File: src/hdl/kwsm_pkg.sv
// Shared types and constants for the k-way stream merge.
package kwsm_pkg;

  localparam int NUM_SOURCES = 8;
  localparam int TAG_WIDTH   = 32;

  localparam int SOURCE_W    = 3;
  localparam int INDEX_W     = 64;
  localparam int TAG_IN_W    = 32;
  localparam int TAG_STORE_W = (TAG_WIDTH < TAG_IN_W) ? TAG_WIDTH : TAG_IN_W;
  localparam int CLOG_SRC    = (NUM_SOURCES > 1) ? $clog2(NUM_SOURCES) : 1;
  localparam int ID_W        = (CLOG_SRC > SOURCE_W) ? CLOG_SRC : SOURCE_W;
  localparam int CNT_W       = CLOG_SRC;

  localparam int IN_DATA_W   = 104;
  localparam int OUT_DATA_W  = 104;

  // Kind of input word, carried on the input tuser.
  typedef enum logic {
    MODE_LOAD = 1'b0,
    MODE_POP  = 1'b1
  } word_mode_t;

  // Best head seen so far as it moves down the row of cells.
  typedef struct packed {
    logic                   found;
    logic [SOURCE_W-1:0]    src;
    logic [INDEX_W-1:0]     index;
    logic [TAG_STORE_W-1:0] tag;
  } cand_t;

  // Load and clear requests broadcast to all cells.
  typedef struct packed {
    logic                   load;
    logic                   ended;
    logic [SOURCE_W-1:0]    src;
    logic [INDEX_W-1:0]     index;
    logic [TAG_STORE_W-1:0] tag;
    logic                   clr;
    logic [SOURCE_W-1:0]    clr_src;
  } cell_cmd_t;

endpackage

File: src/hdl/k_way_stream_merge_by_index.sv
// A load word (tuser 0) writes or ends one source head. A pop word (tuser 1) is taken
// and the input then stalls while the smallest valid head ripples down a row of
// NUM_SOURCES cells, one cell per cycle: a scan counter steps to the last cell, the
// result is captured once the output register is free, and the next word is taken in
// the cycle after the capture. Ties go to the lower source number, and a pop with no
// valid head returns a word with found (tuser) low and zero fields.
// The result sits in an output register, so loads keep flowing while it waits.
module k_way_stream_merge_by_index (
  input  logic                            clk,
  input  logic                            rst,
  input  logic                            s_axis_tvalid,
  output logic                            s_axis_tready,
  // source[2:0], ended[3], slice_index[67:4], payload_tag[99:68], zero pad
  input  logic [kwsm_pkg::IN_DATA_W-1:0]  s_axis_tdata,
  // mode
  input  logic                            s_axis_tuser,
  output logic                            m_axis_tvalid,
  input  logic                            m_axis_tready,
  // from_source[2:0], popped_index[66:3], popped_tag[98:67], zero pad
  output logic [kwsm_pkg::OUT_DATA_W-1:0] m_axis_tdata,
  // found
  output logic                            m_axis_tuser
);
  import kwsm_pkg::*;

  logic                   busy;
  logic [CNT_W-1:0]       cnt;
  logic                   in_fire;
  logic                   capture;
  cell_cmd_t              cmd;
  cand_t                  chain [NUM_SOURCES+1];
  logic [NUM_SOURCES-1:0] valid_vec;
  logic                   res_found;
  logic [SOURCE_W-1:0]    res_src;
  logic [INDEX_W-1:0]     res_index;
  logic [TAG_STORE_W-1:0] res_tag;

  assign s_axis_tready = !busy;
  assign in_fire       = s_axis_tvalid && s_axis_tready;
  assign capture       = busy && (cnt == CNT_W'(NUM_SOURCES - 1))
                         && (!m_axis_tvalid || m_axis_tready);

  always_comb begin
    cmd.load    = in_fire && (s_axis_tuser == MODE_LOAD);
    cmd.src     = s_axis_tdata[2:0];
    cmd.ended   = s_axis_tdata[3];
    cmd.index   = s_axis_tdata[67:4];
    cmd.tag     = s_axis_tdata[68 +: TAG_STORE_W];
    cmd.clr     = capture && chain[NUM_SOURCES].found;
    cmd.clr_src = chain[NUM_SOURCES].src;
  end

  assign chain[0] = '0;

  for (genvar k = 0; k < NUM_SOURCES; k++) begin : g_cell
    kwsm_cell u_cell (
      .clk      (clk),
      .rst      (rst),
      .cell_id  (ID_W'(k)),
      .cmd      (cmd),
      .cand_in  (chain[k]),
      .cand_out (chain[k+1]),
      .valid    (valid_vec[k])
    );
  end

  always_ff @(posedge clk) begin
    if (rst) begin
      busy          <= 1'b0;
      cnt           <= '0;
      m_axis_tvalid <= 1'b0;
    end else begin
      if (capture) begin
        m_axis_tvalid <= 1'b1;
      end else if (m_axis_tready) begin
        m_axis_tvalid <= 1'b0;
      end
      if (in_fire && (s_axis_tuser == MODE_POP)) begin
        busy <= 1'b1;
        cnt  <= '0;
      end else if (capture) begin
        busy <= 1'b0;
      end else if (busy && (cnt != CNT_W'(NUM_SOURCES - 1))) begin
        cnt <= cnt + 1'b1;
      end
    end
    if (capture) begin
      res_found <= chain[NUM_SOURCES].found;
      res_src   <= chain[NUM_SOURCES].src;
      res_index <= chain[NUM_SOURCES].index;
      res_tag   <= chain[NUM_SOURCES].tag;
    end
  end

  assign m_axis_tuser = res_found;
  assign m_axis_tdata = {5'b0, TAG_IN_W'(res_tag), res_index, res_src};

  // A result only appears at the end of a scan.
  assert property (@(posedge clk) disable iff (rst)
    $rose(m_axis_tvalid) |-> $past(busy))
    else $error("result word without a completed scan");

  // Popping a found head retires exactly one valid entry.
  assert property (@(posedge clk) disable iff (rst)
    (capture && chain[NUM_SOURCES].found) |=>
      ($countones(valid_vec) == $past($countones(valid_vec)) - 1))
    else $error("pop did not clear the winning head");

  // The scan counter stops at the end of the row.
  assert property (@(posedge clk) disable iff (rst)
    busy |-> (cnt <= CNT_W'(NUM_SOURCES - 1)))
    else $error("scan counter ran past the last cell");

endmodule

File: src/hdl/kwsm_cell.sv
// One head entry of the merge row: stores a source head and passes on the smaller candidate.
module kwsm_cell (
  input  logic                   clk,
  input  logic                   rst,
  input  logic [kwsm_pkg::ID_W-1:0] cell_id,
  input  kwsm_pkg::cell_cmd_t    cmd,
  input  kwsm_pkg::cand_t        cand_in,
  output kwsm_pkg::cand_t        cand_out,
  output logic                   valid
);
  import kwsm_pkg::*;

  logic [INDEX_W-1:0]     index;
  logic [TAG_STORE_W-1:0] tag;
  logic                   load_hit;
  logic                   clr_hit;
  logic                   take_own;
  cand_t                  cand_next;

  assign load_hit = cmd.load && (ID_W'(cmd.src) == cell_id);
  assign clr_hit  = cmd.clr && (ID_W'(cmd.clr_src) == cell_id);

  // Strict compare keeps the lower-numbered source on equal indices.
  assign take_own = valid && (!cand_in.found || (index < cand_in.index));

  always_comb begin
    cand_next = cand_in;
    if (take_own) begin
      cand_next.found = 1'b1;
      cand_next.src   = cell_id[SOURCE_W-1:0];
      cand_next.index = index;
      cand_next.tag   = tag;
    end
  end

  always_ff @(posedge clk) begin
    if (rst) begin
      valid          <= 1'b0;
      cand_out.found <= 1'b0;
    end else begin
      if (load_hit) begin
        valid <= !cmd.ended;
      end else if (clr_hit) begin
        valid <= 1'b0;
      end
      cand_out.found <= cand_next.found;
    end
    if (load_hit && !cmd.ended) begin
      index <= cmd.index;
      tag   <= cmd.tag;
    end
    cand_out.src   <= cand_next.src;
    cand_out.index <= cand_next.index;
    cand_out.tag   <= cand_next.tag;
  end

endmodule
File: config.mk
export PLATFORM = sky130hd
export DESIGN_NAME = k_way_stream_merge_by_index
export DESIGN_NICKNAME = d
export VERILOG_FILES = /design/src/hdl/kwsm_pkg.sv /design/src/hdl/k_way_stream_merge_by_index.sv /design/src/hdl/kwsm_cell.sv
export SDC_FILE = /design/constraint.sdc
export NUM_CORES = 2
export LEC_CHECK = 0
export BUFFER_PORTS_ARGS = -buffer_cell sky130_fd_sc_hd__buf_4
export CAP_MARGIN = 30
export CORE_UTILIZATION = 28
export CTS_CLUSTER_DIAMETER = 120
export CTS_CLUSTER_SIZE = 12
export DETAILED_ROUTE_END_ITERATION = 8
export SLEW_MARGIN = 20
export SYNTH_ARGS = -nofsm -noshare
export SYNTH_HDL_FRONTEND = slang
export SYNTH_HIERARCHICAL = 1
export SYNTH_SLANG_ARGS = --single-unit
File: constraint.sdc
create_clock -name clk -period 11.5 [get_ports clk]
set_input_delay 1.15 -clock clk [delete_from_list [all_inputs] [get_ports clk]]
set_output_delay 1.15 -clock clk [all_outputs]
set_load 0.05 [all_outputs]
* Word level (Yosys, flattened, before mapping)
Index checks and enable logic that the tools add are counted.
** Cells by class
- $add $sub $neg :: 1
- Order comparisons :: 7
- Eq/ne operators :: 16
- Multiplexer cells :: 28
- Bitwise operators :: 2
- Reductions and logical operators :: 70
** Operators by type and width (count)
- 100-bit two-way mux :: 8
- 64-bit < comparator :: 7
- 1-bit logical AND :: 38
- 3-bit == test, second input constant :: 9
- 1-bit two-way mux :: 20
- 2-bit nonzero test :: 10
- 3-bit by 2-bit == test with 1-bit output, second input constant :: 4
- 1-bit logical NOT :: 10
- 1-bit logical OR :: 8
- 3-bit by 1-bit == test with 1-bit output, second input constant :: 2
- 3-bit logical NOT :: 2
- 3-bit by 1-bit adder with 3-bit output, second input constant :: 1
- 3-bit inequality test, second input constant :: 1
- 1-bit NOT :: 2
- 2-bit AND reduction :: 1
- 2-bit OR reduction :: 1
** Word-level totals
- Register bits after elaboration :: 1681
- Input bits :: 109
- Output and inout port bits :: 107
- Logic and storage cells :: 187

* Depth between registers and ports, before layout
- Word-level depth :: 7
- Mapped depth :: 12
- Depth with buffers taken out :: 10

* Modules after synthesis
Netlist, hierarchy kept.
** By module, submodules not included
- kwsm_cell :: instances 8, cells an instance 544, area an instance 7831.3 um2, sequential area each 4904.7 um2
- k_way_stream_merge_by_index :: instances 1, cells an instance 134, area an instance 3289.4 um2, sequential area each 3103.0 um2

* Least setup slack after synthesis
OpenSTA, ideal clock, no wires.
- Path kind :: in2reg
- From :: input port s_axis_tvalid
- To :: register g_cell[0].u_cell.index[0] (enable)
- Setup time :: 553 ps
- Data arrival time :: 5887 ps
- Data required time :: 10947 ps
- Slack :: 5059 ps
- Stages on the path :: 4
- Buffers on the path :: 0
- Cell sequence :: nor2b_1 -> nor2b_1 -> nand4_1 -> nor2_1
** RTL lines
- start: declaration :: RTL line k_way_stream_merge_by_index.sv:11 : input logic s_axis_tvalid,
- end signal: assignment :: RTL line kwsm_cell.sv:49 : index <= cmd.index;
- end: declaration :: RTL line kwsm_cell.sv:13 : logic [INDEX_W-1:0] index;

==> metrics.yaml <==
synth:
  ys_seq_elements: 1681
  async_reset_ff_share_pct: 0
  syn-cell-area_mm2: 0.0659
  synth.distinct_cells: 36
  seq_area_frac_synth_pct: 64.2
  syn_avg_cell_area_um2: 14.7
  yosysWarningCount: 6
  synth-main-ff-cell: "edfxtp_1"
  synth_edf_count: 868
  synthCells: 4486
global_route:
  grt_pass1_vias: 36997
  antenna_found_initial: 22
  grt_use_total_pct: 11.9
  grt_max_degree: 102
  grt.overflow.total: 0
  grt_pass1_wl_um: 214000
power_and_ir_drop:
  leakagePower_uw: 0.0302
  power_density_mw_per_mm2: 165
  ir_drop_uv: 102
cells_and_area:
  seq_area_mm2: 0.0423
  multi_input_area_mm2: 0.0219
  drive_gt1_share_pct: 24.0
  nFillCells: 22856
  num-nets-final: 5660
  syn_to_final_growth_pct: 16.3
place:
  port_buffers: 206
  dp.final_hpwl_um: 97700
  gp_congestion: 0.825
  place_ws_ps: 6860
drt:
  vias: 34986
  ant_nets: 0
  viasPerCell: 4.21
  wl_um: 142000
  drt_iter0_drc: 1800
  dr.pass1.iters: 7
  wl_per_cell_um: 17.1
  drc: 0
hold_path:
  hold_start: "g_cell[7].u_cell/cand_out[48]$_DFF_P_"
  whs_endpoint: "res_index[16]$_DFFE_PP_"
  worstHoldPathCells: 0
  hp-class: "reg -> reg"
timing:
  finClkSkew_ps: 47.6
  fin_hold_ws_ps: 394
  hold_viol_final: 0
  period_needed_ps: 4450
  worst_pin_slew_ps: 1010
  final-max-slew-violation-count: 0
  fmax_mhz: 225
  fin_crit_sh_pct: 38.7
  setup_viol: 0
  fin_tns_setup_ps: 0
  rsz0062_at_grt: "no"
  worst_slew_margin_rel_pct: 32.5
  setup_slack_ps: 7050
critical_path:
  cp.depth: 11
  crit_buf_inv: 3
  cp_max_fo: 51
  reg2reg_slack_ps: 7050
  max_stage_delay_ps: 820
  required_ps: 12170
  rr_endpoint: "g_cell[1].u_cell/cand_out[14]$_DFF_P_"
  slowest_stage: "buf_4"
  reg2regPathDepth: 11
  cp_top_family: "buffers and inverters"
  crit_top_cell: "buf_4"
  start_kind: "flop"
  r2r-start: "g_cell[1].u_cell/index[42]$_DFFE_PP_"
  cp-end-kind: "flop"
  crit_arrival_ps: 5120
  critical_path_class: "reg -> reg"
  crit_chain: "ha_1, nand4_1, inv_1, a221oi_1, o21ai_0, nand3b_1, a21oi_1, a21oi_4, buf_4, buf_4, mux2_2"
clock_network:
  hold_buffers: 0
  cts_buffers: 159
  cts_tree: "yes"
  clockBufferDepth: 3
  clockRootBuffer: "clkbuf_16"
  cts_num_sinks: 1681
  cts_max_level: 4
  cts_resized: 0
  clk_latency_ps: 810
  path_clk_slew_ps: 60
  cts_setup_buffers: 0
floorplan:
  die_h_um: 487
  num_rows: 177
  die_x_um: 487
  ios: 216
  dieArea_mm2: 0.237
  initial_utilization_pct: 28.2
  core-area_mm2: 0.233
outcome:
  status: "finished, final reports clean"
job:
  drv_cap: 0
-- cells in the mapped netlist, drive strengths merged, types with 9 or more instances --
cell type | instances | area (um^2)
a211oi | 16 | 120
a21o | 81 | 608
a21oi | 170 | 941
a221oi | 16 | 140
and2 | 9 | 56.3
buf | 85 | 728
dfxtp | 813 | 16300
edfxtp | 868 | 26100
ha | 506 | 6330
inv | 521 | 1960
mux2 | 792 | 9220
nand2 | 58 | 218
nand3 | 72 | 360
nand4 | 112 | 701
nor2 | 85 | 319
nor2b | 19 | 119
nor3 | 24 | 120
nor4 | 32 | 250
o21ai | 97 | 485
xnor2 | 49 | 429
-- per-layer routing --
layer	global-route usage [%]	up-vias	routed length [um]
li1	-	17110	-
met1	14.5	17054	62800
met2	20.5	572	68500
met3	2.80	232	6960
met4	3.78	18	3380
met5	0	-	114
-- registers in the layout (all words and copies together) (netlist names) --
| signal | count |
|---|---|
| cnt | 3 |
| res_src | 3 |
| m_axis_tuser | 1 |
| busy | 1 |
| g_cell.u_cell/valid | 8 |
| res_index | 64 |
| g_cell.u_cell/index | 512 |
| g_cell.u_cell/cand_out | 800 |
| m_axis_tvalid | 1 |
| g_cell.u_cell/tag | 256 |
| res_tag | 32 |
-- area by class of cell --
cell class | count | area share (%)
Sequential cell | 1681 | 55.2
Multi-Input combinational cell | 2439 | 28.5
Tap cell | 3132 | 5.11
Clock buffer | 275 | 5.78
Timing Repair Buffer | 243 | 2.48
Clock inverter | 18 | 0.365
Antenna cell | 2 | 0.00652
Inverter | 521 | 2.55
-- how the worst max path moves through the flow --
stage	from	endpoint	slack (ps)
after floorplan	s_axis_tvalid	g_cell[0].u_cell/index[0]$_DFFE_PP_	5060
after global routing	g_cell[0].u_cell/cand_out[71]$_DFF_P_	g_cell[1].u_cell/cand_out[74]$_DFF_P_	6810
final	g_cell[1].u_cell/index[42]$_DFFE_PP_	g_cell[1].u_cell/cand_out[14]$_DFF_P_	7050
after detailed placement	s_axis_tvalid	g_cell[5].u_cell/tag[18]$_DFFE_PP_	6860
after CTS	g_cell[2].u_cell/index[42]$_DFFE_PP_	g_cell[2].u_cell/cand_out[75]$_DFF_P_	6990
after global placement	s_axis_tvalid	g_cell[7].u_cell/tag[31]$_DFFE_PP_	6820
-- report_power, final --
part           leakage (uW)  switching [uW]  internal, uW
combinational        0.0133             480           488
sequential           0.0147             142          6650
clock               0.00223            2240          2640
total                0.0302            2860          9780
-- placed cells by master, fill, tap and decap left out, drive strengths merged, types with 9 or more instances in the layout --
cell type	netlist	layout
mux2	792	792
and2	9	9
nand2	58	58
a21oi	170	170
a21o	81	81
a221oi	16	16
conb	2	242
edfxtp	868	868
inv	521	529
dfxtp	813	813
ha	506	506
a211oi	16	16
nor2b	19	19
nor3	24	24
o21ai	97	97
nand3	72	72
clkbuf	0	275
nor2	85	85
xnor2	49	49
nor4	32	32
nand4	112	112
clkinv	0	10
buf	85	243
-- per-stage QoR --
stage                     cells  power, uW  instance area, um^2  utilization [%]
after floorplan            4726       7580                66800                -
after global routing       8311      13200                76700             32.9
after detailed placement   8014       7900                72000             30.8
after global placement     8012       7860                71900             30.8
final                      8311      12600                76700             32.9
after CTS                  8307      12900                76700             32.8
-- cell families (layout without fill, tap and decap cells) --
logic type | count (synthesis) | after routing | synth area share, %
AOI/OAI and AO/OA | 428 | 428 | 4.09
and+or+nand+nor | 420 | 420 | 3.36
adders and majority gates | 506 | 506 | 9.60
DFF | 1681 | 1681 | 64.2
other | 2 | 244 | 0.0114
buffers and inverters | 606 | 1057 | 4.07
muxes | 794 | 794 | 14.0
xor gates and xnor gates | 49 | 49 | 0.651
No activity file was read; power rests on OpenSTA's default activity.
